File: config.mk
export PLATFORM = sky130hd
export DESIGN_NAME = snc_eval
export DESIGN_NICKNAME = d
export VERILOG_FILES = /design/src/rtl/snc_pkg.sv /design/src/rtl/snc_eval.sv
export SDC_FILE = /design/constraint.sdc
export NUM_CORES = 1
export LEC_CHECK = 0
export ABC_AREA = 1
export CORE_ASPECT_RATIO = 0.9
export CORE_MARGIN = 2
export CORE_UTILIZATION = 60
export DETAILED_ROUTE_END_ITERATION = 10
export DONT_BUFFER_PORTS = 1
export PLACE_DENSITY = 0.76
export RECOVER_POWER = 50
export SKIP_LAST_GASP = 1
export SYNTH_ARGS = -nofsm -noshare
export SYNTH_HDL_FRONTEND = slang
export SYNTH_SLANG_ARGS = --single-unit
File: constraint.sdc
create_clock -name vclk -period 15.16
set_clock_uncertainty 0.05 [all_clocks]
set_input_delay 3.032 -clock vclk [all_inputs]
set_output_delay 3.032 -clock vclk [all_outputs]
set_load 0.02 [all_outputs]
File: src/rtl/snc_pkg.sv
`default_nettype none

package snc_pkg;

    localparam int NUM_DIRS       = 8;
    localparam int NUM_SLOTS      = 4;
    localparam int ROW_BITS       = 12;
    localparam int WIDTH_CFG_BITS = 11;
    localparam int CFG_DATA_BITS  = 12;
    localparam int CFG_INDEX_BITS = 2;
    localparam int CODE_BITS      = 4;
    localparam int IN_BIT_BITS    = 8;

    // Register indexes of the configuration port.
    localparam logic [CFG_INDEX_BITS-1:0] REG_IMAGE_WIDTH  = 2'd0;
    localparam logic [CFG_INDEX_BITS-1:0] REG_IMAGE_HEIGHT = 2'd1;
    localparam logic [CFG_INDEX_BITS-1:0] REG_SEEK_MINIMUM = 2'd2;

    typedef logic [CODE_BITS-1:0]   code_t;
    typedef logic [IN_BIT_BITS-1:0] in_bit_t;

    // Neighbour scan order: up-left, up, up-right, right, left, down-left, down, down-right.
    localparam int DIR_DR [NUM_DIRS] = '{-1, -1, -1, 0, 0, 1, 1, 1};
    localparam int DIR_DC [NUM_DIRS] = '{-1, 0, 1, 1, -1, -1, 0, 1};

    localparam code_t DIR_CODE [NUM_DIRS] = '{
        4'd4, 4'd3, 4'd2, 4'd1, 4'd5, 4'd6, 4'd7, 4'd8
    };
    localparam in_bit_t DIR_IN_BIT [NUM_DIRS] = '{
        8'h80, 8'h40, 8'h20, 8'h10, 8'h01, 8'h02, 8'h04, 8'h08
    };

    typedef struct packed {
        code_t   out_code;
        in_bit_t in_bit;
        logic    is_ext;
    } eval_res_t;

    // Position flags of an accepted pixel, worked out from the counters.
    typedef struct packed {
        logic r_ge1;
        logic r_ge2;
        logic c_ge1;
        logic c_ge2;
        logic c_last;
        logic r_last;
    } pos_flags_t;

    // Which of the eight directions stay inside the image.
    function automatic logic [NUM_DIRS-1:0] dir_ok(input logic up, input logic dn,
                                                  input logic lf, input logic rt);
        logic [NUM_DIRS-1:0] ok;
        ok[0] = up & lf;
        ok[1] = up;
        ok[2] = up & rt;
        ok[3] = rt;
        ok[4] = lf;
        ok[5] = dn & lf;
        ok[6] = dn;
        ok[7] = dn & rt;
        return ok;
    endfunction

endpackage

`default_nettype wire

File: src/rtl/snc_eval.sv
`default_nettype none

module snc_eval
    import snc_pkg::*;
#(
    parameter int PIXEL_BITS = 8
) (
    input  wire logic [PIXEL_BITS-1:0]               center,
    input  wire logic [NUM_DIRS-1:0][PIXEL_BITS-1:0] nb,
    input  wire logic [NUM_DIRS-1:0]                 nb_ok,
    input  wire logic                                seek_min,
    output eval_res_t                                res
);

    function automatic logic [PIXEL_BITS-1:0] pick(input logic [PIXEL_BITS-1:0] a,
                                                   input logic [PIXEL_BITS-1:0] b,
                                                   input logic mn);
        logic take_b;
        take_b = mn ? (b < a) : (b > a);
        return take_b ? b : a;
    endfunction

    logic [NUM_DIRS-1:0][PIXEL_BITS-1:0] cand;
    logic [3:0][PIXEL_BITS-1:0]          lvl1;
    logic [1:0][PIXEL_BITS-1:0]          lvl2;
    logic [PIXEL_BITS-1:0]               ext;
    logic [NUM_DIRS-1:0]                 hit;
    logic [2:0]                          sel;

    // Out-of-image neighbours stand in as the centre, which never moves the extremum.
    always_comb begin
        for (int i = 0; i < NUM_DIRS; i++) begin
            cand[i] = nb_ok[i] ? nb[i] : center;
        end
        for (int i = 0; i < 4; i++) begin
            lvl1[i] = pick(cand[2*i], cand[2*i+1], seek_min);
        end
        for (int i = 0; i < 2; i++) begin
            lvl2[i] = pick(lvl1[2*i], lvl1[2*i+1], seek_min);
        end
        ext = pick(center, pick(lvl2[0], lvl2[1], seek_min), seek_min);
    end

    always_comb begin
        for (int i = 0; i < NUM_DIRS; i++) begin
            hit[i] = nb_ok[i] && (nb[i] == ext);
        end
        sel = 3'd0;
        for (int i = NUM_DIRS - 1; i >= 0; i--) begin
            if (hit[i]) begin
                sel = 3'(i);
            end
        end
        if ((center == ext) || (hit == '0)) begin
            res.out_code = '0;
            res.in_bit   = '0;
            res.is_ext   = 1'b1;
        end else begin
            res.out_code = DIR_CODE[sel];
            res.in_bit   = DIR_IN_BIT[3'(3'd7 - sel)];
            res.is_ext   = 1'b0;
        end
    end

endmodule

`default_nettype wire

# --- Word level (Yosys, flattened, before mapping) ---
# Memory sizes are Yosys's and may differ from the RTL's.
# Cells that the tools add are included.
word_totals:
  out_inout_bits: 13
  mem_bits_ro: 96
  register_bits: 0
  mem_count: 2
  in_bits: 81
  word_cells: 79
op_classes:
  mux: 37
  n_addsub: 1
  n_reduce_logical: 10
  eq_ne: 9
  magnitude_cmp: 18
  bitwise_logic: 2
mem_list:
  columns: ["name", "depth", "word_bits", "rd", "rd_ports_with_merged_regs", "write_ports", "line_no", "source"]
  rows:
  - ["(no name shown)", 8, 8, 1, 0, 0, "snc_eval.sv:60", "res.in_bit = DIR_IN_BIT[3'(3'd7 - sel)];"]
  - ["(no name shown)", 8, 4, 1, 0, 0, "snc_eval.sv:59", "res.out_code = DIR_CODE[sel];"]
op_table:
  columns: ["operator", "count"]
  rows:
  - ["2-to-1 mux 8 bit", 18]
  - ["== test 8 bit", 9]
  - ["> comparator 8 bit", 8]
  - ["< comparator 8 bit", 8]
  - ["2-to-1 mux 3 bit", 8]
  - ["2-to-1 mux 13 bit", 1]
  - [">= comparator 4 bit (second input constant)", 2]
  - ["logical AND 1 bit", 8]
  - ["logical NOT 8 bit", 1]
  - ["2-to-1 mux 1 bit", 8]
  - ["2-to-1 mux 4 bit", 2]
  - ["NOT 3 -> 4 bit", 2]
  - ["subtractor 3 bit (first input constant)", 1]
  - ["logical OR 1 bit", 1]

# --- Depth between registers and ports, before layout ---
logic_depth:
  ltp_word: 29
  ltp_mapped: 71
  depth_no_buf: 67

# --- Worst setup path after synthesis ---
# Ideal clock, no wire load.
synth_timing:
  kind: "input-to-output"
  startpoint: "in nb_ok[5]"
  endpoint: "out res[10] in the netlist's numbering"
  t_arrival_ns: 9.765
  n_path_buf: 5
  t_required_ns: 12.078
  path_slack_ns: 2.313
  path_stages: 60
  path_cell_list: "clkbuf_1 > buf_2 > nand2_1 > o21ai_0 > inv_1 > ha_1 > a21o_1 > nor2_4 > nand2_2 > nand2_4 > nand2_4 > buf_8 > nand2_2 > nand2_1 > ha_1 > nand2_1 > o21bai_1 > nand2_1 > (+24 left out) > inv_2 > buf_4 > nand2_1 > nand3_1 > nand2_1 > nand2_1 > nor2_1 > nand3_2 > nand2_1 > nand2_1 > nand2_1 > nand2_1 > nand2_1 > nand2_1 > nand2_2 > inv_2 > ha_1 > nor2_1"
synth_rtl:
  columns: ["element", "line_no", "source"]
  rows:
  - ["from (decl)", "snc_eval.sv:10", "input wire logic [NUM_DIRS-1:0] nb_ok,"]
  - ["to (decl)", "snc_eval.sv:12", "output eval_res_t res"]

==> flow_summary.ini <==
[placed_design]
routabilityCongestion = 1.085
numPortBuffers = 0
hpwl_mm = 16.20
place_area_sq_um = 5528

[timing]
finalCritPeriodShare_pct = 93.98
finalSetupTns_ns = 0
hold_viol_final = 0
relSlewSlack_pct = 50.06
max_freq_mhz = 70.19
fin_crit_ns = 14.25
tightest_slew_ns = 0.7463
final-max-slew-violation-count = 0
rsz0062_at_grt = false
setup_violations = 0

[hold_path]
hold_depth = 4
hold_start = nb_ok[1]
whs_endpoint = res[1]
hold_path_class = input port to primary output

[setup_path]
startpoint_type = input port
crit_top_cell = nand2_1
crit_family = simple AND/OR/NAND/NOR gates
timing.critical_path.buf_inv = 6
critPathKind = input port to primary output
worst-path-max-fanout = 15
required_ns = 12.08
timing.critical_path.slowest_stage_cell = o21ai_0
slowest_delay_ns = 0.58
critPathCaptureType = primary output
cp_data_arrival_time_ns = 11.16

[power_and_ir_drop]
cellLeakagePower_nw = 3.344
p_switching_w = 0.0006653
max-vdd-ir-drop_uv = 121.2
power_frac_clock_pct = 0
internal_power_w = 0.0003012
swShare_pct = 68.83
combPwrFrac_pct = 100.0
seqPwrFrac_pct = 0
power_density_nw_per_um2 = 174.9

[clocking]
cts-resized-gates = 0
postCtsSetupBuffers = 0
postCtsHoldBufs = 0

[logic_synthesis]
yosys_warnings = 0
synth_top_cell_area_share_pct = 22.50
syn-cell-area_sq_um = 5573
synth_area_leaders = nand2_1, ha_1, inv_1
ys_types = 40
avgSynthCellArea_sq_um = 5.395
yosysTopAreaCell = nand2_1
syn_inst = 1033
synth_seq_area_share_pct = 0
syn_nets = 1181

[outcome]
status = finished clean

[global_routing]
grt_use_total_pct = 37.46
grt_util_met2_pct = 56.94
use_met3_pct = 7.929
grt_pass1_vias = 5629
antenna_found_initial = 0
grt_start_max_net_pins = 19
grt_first_pass_wirelength_mm = 29.76
grt.met1_usage_pct = 54.02
grt-busiest-layer = met2
grt-ovfl-total = 0

[layout]
nFillCells = 987
seq_cell_count = 0
design_area_sq_um = 5525
regArea_sq_um = 0
nets = 1152
drive_above_1_share_pct = 9.780
clockBufferCount = 0
syn_to_final_growth_pct = -0.8532
n_antenna_cell = 0

[die]
die_h_um = 95.43
io_pins = 94
num_rows = 33
start_util_pct = 61.35
core-area_sq_um = 9084
die_w_um = 105.6
die_area_sq_um = 10080

[drt]
antenna_left = 0
vias_per_cell = 5.705
drt_first_iter_violations = 674
wl_mm = 19.33
drcViolationCount = 0
drt-pass1-iter-count = 5
num_vias = 6412
wire_per_inst_um = 17.19

[flow_run]
cap_violations = 0
[Yosys cell counts, drive strengths merged, types with 2 or more instances]
master  number
nand2      378
inv        177
nand3      149
o21ai       73
ha          67
nor2        67
a21oi       28
xor2        27
buf         23
nand4       11
clkbuf       8
a21o         4
nor3         4
and2         3
o21a         3
nand3b       2
o21bai       2
o22ai        2
[worst min-delay path: cells and delay by family]
family           cells  cell delay, ns
and+or+nand+nor      4            0.35
[cell type report]
class,instances,area (sq um),share of cell area [%]
Multi-Input combinational cell,825,4706,85.17
Inverter,177,666.9,12.07
Tap cell,122,152.6,2.763
[cell usage in the layout, fill, tap and decap left out, drive strengths merged]
cell    instances
xor2           27
ha             67
o21bai          2
a31oi           1
inv           177
o21ai          73
nor2           67
a211oi          1
o211ai          1
o21a            3
a21o            4
o22ai           2
or2             1
and2            3
nor3            4
nand3b          2
nand2         378
a21oi          28
nand3         149
and3            1
nand4          11
[per-layer routing]
layer  part of all wire (%)  vias to the layer above  wire length [um]
met2                     40                      350              7721
li1                       -                     3213                 -
met4                    2.5                        0               484
met3                     13                       37              2499
met1                     45                     2812              8620
met5                      0                        -                 0
[power by group through the flow]
stage | sequential [W] | clock (W) | combinational [W]
CTS | 0 | 0 | 0.000944
floorplan | 0 | 0 | 0.000764
finish | 0 | 0 | 0.000967
global placement | 0 | 0 | 0.000933
detailed placement | 0 | 0 | 0.000940
global route | 0 | 0 | 0.00107
[stage by stage]
step                      hold WS (ns)  setup slack, ns  instances  total power [W]  utilization, %
after floorplan                  6.475            2.313       1033        0.0007635               -
after global placement           6.365            1.119       1124        0.0009332           60.85
after detailed placement         6.366            1.112       1124        0.0009403           60.85
after CTS                        6.366            1.085       1124        0.0009437           60.85
after global routing             6.421           0.2314       1124         0.001070           60.83
final                            6.367           0.9132       1124        0.0009665           60.83
[logic make-up after synthesis]
kind of cell	share of synthesized area [%]
simple gates	54.04
compound gates	11.16
xor+xnor	4.243
fa+ha+maj	15.04
buf+inv	15.51
[worst max path at each step]
stage | from | endpoint | slack, ns | cells after the start
floorplan | nb_ok[5] | res[10] | 2.31 | 60
global placement | center[7] | res[10] | 1.12 | 49
detailed placement | nb_ok[0] | res[10] | 1.11 | 56
CTS | center[7] | res[10] | 1.09 | 49
global route | nb[47] | res[10] | 0.23 | 57
finish | nb_ok[0] | res[10] | 0.91 | 51
Power figures use the tool's default switching activity.
