===== src/rtl/snc_pkg.sv =====
`default_nettype none

package snc_pkg;

    localparam int NUM_DIRS       = 8;
    localparam int NUM_SLOTS      = 4;
    localparam int ROW_BITS       = 12;
    localparam int WIDTH_CFG_BITS = 11;
    localparam int CFG_DATA_BITS  = 12;
    localparam int CFG_INDEX_BITS = 2;
    localparam int CODE_BITS      = 4;
    localparam int IN_BIT_BITS    = 8;

    // Register indexes of the configuration port.
    localparam logic [CFG_INDEX_BITS-1:0] REG_IMAGE_WIDTH  = 2'd0;
    localparam logic [CFG_INDEX_BITS-1:0] REG_IMAGE_HEIGHT = 2'd1;
    localparam logic [CFG_INDEX_BITS-1:0] REG_SEEK_MINIMUM = 2'd2;

    typedef logic [CODE_BITS-1:0]   code_t;
    typedef logic [IN_BIT_BITS-1:0] in_bit_t;

    // Neighbour scan order: up-left, up, up-right, right, left, down-left, down, down-right.
    localparam int DIR_DR [NUM_DIRS] = '{-1, -1, -1, 0, 0, 1, 1, 1};
    localparam int DIR_DC [NUM_DIRS] = '{-1, 0, 1, 1, -1, -1, 0, 1};

    localparam code_t DIR_CODE [NUM_DIRS] = '{
        4'd4, 4'd3, 4'd2, 4'd1, 4'd5, 4'd6, 4'd7, 4'd8
    };
    localparam in_bit_t DIR_IN_BIT [NUM_DIRS] = '{
        8'h80, 8'h40, 8'h20, 8'h10, 8'h01, 8'h02, 8'h04, 8'h08
    };

    typedef struct packed {
        code_t   out_code;
        in_bit_t in_bit;
        logic    is_ext;
    } eval_res_t;

    // Position flags of an accepted pixel, worked out from the counters.
    typedef struct packed {
        logic r_ge1;
        logic r_ge2;
        logic c_ge1;
        logic c_ge2;
        logic c_last;
        logic r_last;
    } pos_flags_t;

    // Which of the eight directions stay inside the image.
    function automatic logic [NUM_DIRS-1:0] dir_ok(input logic up, input logic dn,
                                                  input logic lf, input logic rt);
        logic [NUM_DIRS-1:0] ok;
        ok[0] = up & lf;
        ok[1] = up;
        ok[2] = up & rt;
        ok[3] = rt;
        ok[4] = lf;
        ok[5] = dn & lf;
        ok[6] = dn;
        ok[7] = dn & rt;
        return ok;
    endfunction

endpackage

`default_nettype wire


===== src/rtl/snc_result_buf.sv =====
`default_nettype none

module snc_result_buf
    import snc_pkg::*;
#(
    parameter int COL_BITS = 10
) (
    input  wire logic                                aclk,
    input  wire logic                                aresetn,
    input  wire logic                                load,
    input  wire logic [NUM_SLOTS-1:0]                load_mask,
    input  wire logic [NUM_SLOTS-1:0][ROW_BITS-1:0]  load_row,
    input  wire logic [NUM_SLOTS-1:0][COL_BITS-1:0]  load_col,
    input  wire eval_res_t [NUM_SLOTS-1:0]           load_res,
    output logic                                     free,
    output logic                                     m_valid,
    input  wire logic                                m_ready,
    output logic      [ROW_BITS-1:0]                 m_row,
    output logic      [COL_BITS-1:0]                 m_col,
    output logic      [CODE_BITS-1:0]                m_out_code,
    output logic      [IN_BIT_BITS-1:0]              m_target_in_bit,
    output logic                                     m_is_extremum,
    output logic                                     m_last
);

    logic [NUM_SLOTS-1:0]               pend_reg;
    logic [NUM_SLOTS-1:0]               pend_next;
    logic [NUM_SLOTS-1:0][ROW_BITS-1:0] row_reg;
    logic [NUM_SLOTS-1:0][COL_BITS-1:0] col_reg;
    eval_res_t [NUM_SLOTS-1:0]          res_reg;
    logic [1:0]                         sel;
    logic [NUM_SLOTS-1:0]               sel_onehot;
    logic                               one_left;

    always_comb begin
        sel = 2'd0;
        for (int i = NUM_SLOTS - 1; i >= 0; i--) begin
            if (pend_reg[i]) begin
                sel = 2'(i);
            end
        end
        sel_onehot = '0;
        sel_onehot[sel] = 1'b1;
    end

    assign one_left = (pend_reg != '0) && ((pend_reg & (pend_reg - NUM_SLOTS'(1))) == '0);
    assign m_valid  = (pend_reg != '0);
    assign free     = (pend_reg == '0) || (m_ready && one_left);

    always_comb begin
        pend_next = pend_reg;
        if (load) begin
            pend_next = load_mask;
        end else if (m_valid && m_ready) begin
            pend_next = pend_reg & ~sel_onehot;
        end
    end

    always_ff @(posedge aclk) begin
        if (!aresetn) begin
            pend_reg <= '0;
        end else begin
            pend_reg <= pend_next;
        end
    end

    always_ff @(posedge aclk) begin
        if (load) begin
            row_reg <= load_row;
            col_reg <= load_col;
            res_reg <= load_res;
        end
    end

    assign m_row           = row_reg[sel];
    assign m_col           = col_reg[sel];
    assign m_out_code      = res_reg[sel].out_code;
    assign m_target_in_bit = res_reg[sel].in_bit;
    assign m_is_extremum   = res_reg[sel].is_ext;
    assign m_last          = one_left;

    // A result that is not the last of its pixel always leaves another one waiting.
    a_more_after_not_last: assert property (@(posedge aclk) disable iff (!aresetn)
        (m_valid && m_ready && !m_last) |=> m_valid)
        else $error("result buffer emptied before the last result of a pixel");

endmodule

`default_nettype wire


===== config.mk =====
export PLATFORM = sky130hd
export DESIGN_NAME = snc_result_buf
export DESIGN_NICKNAME = d
export VERILOG_FILES = /design/src/rtl/snc_pkg.sv /design/src/rtl/snc_result_buf.sv
export SDC_FILE = /design/constraint.sdc
export NUM_CORES = 1
export LEC_CHECK = 0
export ABC_AREA = 1
export BUFFER_PORTS_ARGS = -buffer_cell sky130_fd_sc_hd__buf_2
export CAP_MARGIN = 10
export CORE_ASPECT_RATIO = 2
export CORE_MARGIN = 8
export CORE_UTILIZATION = 28
export DETAILED_ROUTE_END_ITERATION = 10
export GPL_TIMING_DRIVEN = 1
export HOLD_SLACK_MARGIN = 0.15
export PLACE_DENSITY = 0.46
export SETUP_SLACK_MARGIN = 0.1
export SLEW_MARGIN = 25
export SYNTH_ARGS = -nofsm -noshare
export SYNTH_HDL_FRONTEND = slang
export SYNTH_SLANG_ARGS = --single-unit

===== constraint.sdc =====
create_clock -name aclk -period 3.23 [get_ports aclk]
set_input_delay 0.646 -clock aclk [delete_from_list [all_inputs] [get_ports aclk]]
set_output_delay 0.646 -clock aclk [all_outputs]
set_load 0.03 [all_outputs]

# Yosys cells after proc, flatten, opt, wreduce, memory -nomap -nowiden
# Index checks and enable logic that the tools add are counted.
dict set report totals {
  register_bits 144
  latch_bits 0
  mem_bits_rw 0
  romBits 0
  inputBits 148
  out_inout_bits 38
  word_cells 50
  mem_count 0
}
dict set report op_classes {
  add_sub_neg 1
  multipliers 0
  n_div 0
  magnitude_cmp 2
  n_eq_ne 0
  shift 0
  mux 14
  bitwise 3
  reduce_logical 9
}
# cell count
set ops {}
lappend ops {{$bmux 13 s2} 1}
lappend ops {{$bmux 12 s2} 1}
lappend ops {{$bmux 10 s2} 1}
lappend ops {{$mux 13} 1}
lappend ops {{$mux 12} 1}
lappend ops {{$mux 10} 1}
lappend ops {{$and 4x4->4} 2}
lappend ops {{$logic_not 4->1} 2}
lappend ops {{$mux 2} 4}
lappend ops {{$mux 4} 2}
lappend ops {{$logic_and 1x1->1} 4}
lappend ops {{$not 4->4} 1}
lappend ops {{$reduce_bool 4->1} 1}
lappend ops {{$sub 4x1->4 const B} 1}
lappend ops {{$lt 2x3->1 const B} 1}
lappend ops {{$demux 1 s2} 1}
lappend ops {{$ge 2x1->1 const B} 1}
lappend ops {{$reduce_bool 2->1} 1}
lappend ops {{$logic_or 1x1->1} 1}
lappend ops {{$mux 1} 1}

# Logic depth before layout (Yosys ltp)
dict set report logic_depth {
  ltp_word 12
  mapped_depth 7
  ltp_nobuf 6
}

# Least setup slack after synthesis
# No wires, ideal clock.
dict set report synth_timing {
  path_kind {flip-flop to output port}
  startpoint {register pend_reg[2]}
  endpoint {output port m_col[0]}
  t_arrival_ps 1303
  t_required_ps 2584
  slack_ps 1281
  stages_incl_launch_ff 6
  n_path_buf 2
  path_cell_list {dfxtp_1 buf_2 o21ai_2 clkbuf_1 nand3_1 nand2_1}
}
dict set report synth_via {
  elab_chain_cells 5
}
# element line_no
set synth_rtl {}
lappend synth_rtl {{start: declaration} snc_result_buf.sv:26} ;# logic [NUM_SLOTS-1:0] pend_reg;
lappend synth_rtl {{start signal: assignment} snc_result_buf.sv:63} ;# pend_reg <= pend_next;
lappend synth_rtl {{$mux 2 (3 in series)} snc_result_buf.sv:38} ;# if (pend_reg[i]) begin
lappend synth_rtl {{$bmux 10 s2} snc_result_buf.sv:76} ;# assign m_col = col_reg[sel];
lappend synth_rtl {{$mux 10 (implied by the code)} snc_result_buf.sv:76}
lappend synth_rtl {{end: declaration} snc_result_buf.sv:19} ;# output logic [COL_BITS-1:0] m_col,
# No other way between the ends. The select of a mux whose other input is x is not followed.

# Worst setup path after layout
dict set report layout_timing {
  startpoint {register pend_reg[3]}
  endpoint {output port m_target_in_bit[1]}
}
dict set report layout_via {
  elab_chain_cells 6
}
# element line_no
set layout_rtl {}
lappend layout_rtl {{$mux 2 (4 in series)} snc_result_buf.sv:38}
lappend layout_rtl {{$bmux 13 s2} snc_result_buf.sv:78} ;# assign m_target_in_bit = res_reg[sel].in_bit;
lappend layout_rtl {{$mux 13} n/a}
lappend layout_rtl {{end: declaration} snc_result_buf.sv:21} ;# output logic [IN_BIT_BITS-1:0] m_target_in_bit,
# No other way between the ends. The select of a mux whose other input is x is not followed.

==> summary.md <==
| Metric | Value |
|---|---|
| Outcome | `finished clean` |
| Fmax | `342 MHz` |
| Total global-route track usage | `13.8%` |
| Yosys cell types | `20` |
| Startpoint types | `flip-flop` |
| Vias per cell | `4.38` |
| Fin. Hold Viols | `0` |
| Max-slew violation count | `0` |
| Routed Wire Length | `18.1 mm` |
| DRT iter0 DRCs | `245` |
| Post-Layout Cell Count | `1030` |
| Yosys reg bits | `144` |
| Slew headroom | `54.0%` |
| Clock Tree Buf Depth | `2` |
| DP HPWL | `13.3 mm` |
| Placed cell area | `0.00735 mm^2` |
| Per-cell routed wire length | `17.6 um` |
| RSZ-0062 raised after global routing | `no` |
| IR drop worst, VDD | `0.000293 V` |
| Worst EP required | `2.58 ns` |
| Slew @ Worst Pin | `0.687 ns` |
| Worst setup path category | `flip-flop to output port` |
| Mapped Area | `0.00612 mm^2` |
| WP data arrival | `2.28 ns` |
| Share of post-route cells with drive strength above 1 | `30.4%` |
| Post-route cell area | `0.00793 mm^2` |
| Vias in the first global route | `5051` |
| Die W | `121 um` |
| Largest register FFs | `52` |
| Placed Cells | `997` |
| Worst-path clk slew | `0.06 ns` |
| CP Cell Sequence | `inv_2 > o21ai_4 > buf_4 > nand3_1 > nand3_1 > nand2_1 > buf_2` |
| Core Util, Final | `36.9%` |
| Sink Count | `144` |
| Via count | `4507` |
| Largest net degree at the start of global routing | `69` |
| CP max FO | `26` |
| Cell taking the most area after synthesis | `edfxtp_1` |
| # IOs | `186` |
| Fin Setup TNS | `0 ns` |
| Fin crit share | `90.5%` |
| Die ar. | `0.0271 mm^2` |
| Most frequent cells in the layout | `buf_2 (184), nand3_1 (143), edfxtp_1 (140)` |
| Starting density of the core | `28.5%` |
| Tmin final | `2.92 ns` |
| H-tree depth | `4` |
| Root Driver | `clkbuf_16` |
| Layout Nets | `891` |
| Critical Path Slowest Stage Cell | `dfxtp_1` |
| Clk_lat worst skew | `0.42 ns` |
| Worst Skew | `0.000615 ns` |
| Post-Synthesis Cells | `559` |
| Synth warnings | `0` |
| Critical Path Most Common Cell | `nand3_1` |
| R2R Setup Slk | `1.70 ns` |
| CORE AREA | `0.0215 mm^2` |
| Slowest stage delay, CP | `0.46 ns` |
| Area grow syn2layout | `29.6%` |
| PortBufs | `185` |
| Syn Area/Cell | `11.0 um^2` |
| PwrDens | `620 mW/mm^2` |
| First-pass GRT wire length | `27.6 mm` |
| Post_cts resized | `1` |
| Buffer count from post-CTS setup fixing | `0` |
| Worst Setup End Kind | `output port` |
| DR DRC count | `0` |
| CTS tree | `yes` |
| Final setup viols | `0` |
| FP Rows | `76` |
| Hold buffer count at cts | `0` |
| Post-Syn Nets | `707` |
| CTS buffer count | `17` |
| Sequential fraction of the synthesis area | `70.0%` |
| Commonest non-fill, non-tap cell in the layout | `buf_2` |
| Max-capacitance violation count | `0` |
| Fin worst setup slack | `0.307 ns` |
| Initial antenna violation count | `1` |
| Routed Antenna Nets | `0` |
| Min-delay worst type | `input pin to flip-flop` |
| Leak Pwr | `3.67 nW` |
| GR Overflow Total | `0` |
| 1st-pass router iterations | `4` |
| Place WS | `0.555 ns` |
| Gp weighted congestion | `0.773` |
| Area share of the largest cell type after synthesis | `68.7%` |
| Synth top area cells | `edfxtp_1 (69%), nand3_1 (12%), nand2_1 (7.2%), inv_1 (6.7%), dfxtp_1 (1.3%)` |
| Die Y | `225 um` |
-- cells in the mapped netlist (all sizes together) --
master	number
nand3	143
edfxtp	140
nand2	118
inv	111
buf	22
clkbuf	6
o21ai	5
a21oi	4
dfxtp	4
nor2	3
nand4	2
and3	1
-- per-layer routing --
layer | vias up | routed length (um) | track usage (%)
li1 | 2225 | - | -
met1 | 2122 | 6130 | 12.7
met2 | 139 | 10500 | 26.8
met3 | 21 | 1000 | 3.54
met4 | 0 | 484 | 7.02
met5 | - | 0 | 0
-- metrics by stage --
| stage | total power, mW | hold WS (ns) |
|---|---|---|
| 6_report | 4.92 | 0.394 |
| 3_3_place_gp | 3.06 | 0.556 |
| 5_1_grt | 5.13 | 0.369 |
| 3_5_place_dp | 3.07 | 0.562 |
| 4_1_cts | 5.00 | 0.362 |
| 2_1_floorplan | 2.73 | 0.499 |
-- worst paths after layout --
kind                            startpoint                        to  cells past startpoint
hold / removal                 load_col[2]      col_reg[2]$_DFFE_PP_                      1
hold reg to reg   pend_reg[3]$_SDFFE_PN0P_  pend_reg[3]$_SDFFE_PN0P_                      2
setup / recovery  pend_reg[3]$_SDFFE_PN0P_        m_target_in_bit[1]                      7
setup reg to reg  pend_reg[2]$_SDFFE_PN0P_  pend_reg[1]$_SDFFE_PN0P_                      6
-- critical path, delay by kind of cell (launching register included) --
| kind | cells | cell delay, ns |
|---|---|---|
| flops | 1 | 0.46 |
| simple gates | 3 | 0.32 |
| compound gates | 1 | 0.38 |
| buf+inv | 3 | 0.69 |
-- cell families (layout without fill, tap and decap cells) --
kind of cell	count (synthesis)	in the layout	synth area share, %
buffers and inverters	139	336	9.46
DFF	144	144	70.0
other	0	1	0
AOI/OAI and AO/OA	9	9	0.981
and+or+nand+nor	267	267	19.6
-- power breakdown --
part           internal [mW]  leakage (nW)  switching, mW
logic                  0.234          1.99          0.524
clock network           1.13         0.276          0.770
registers               2.21          1.40         0.0460
-- area by class of cell --
class | instances | area [um^2]
inverter | 111 | 419
antenna | 1 | 2.50
sequential | 144 | 4290
clock buffer | 18 | 429
timing repair buffer | 193 | 1020
fill | 2237 | 13600
tap | 273 | 342
multi-input combinational | 276 | 1290
clock inverter | 14 | 141
Power figures use the tool's default switching activity.
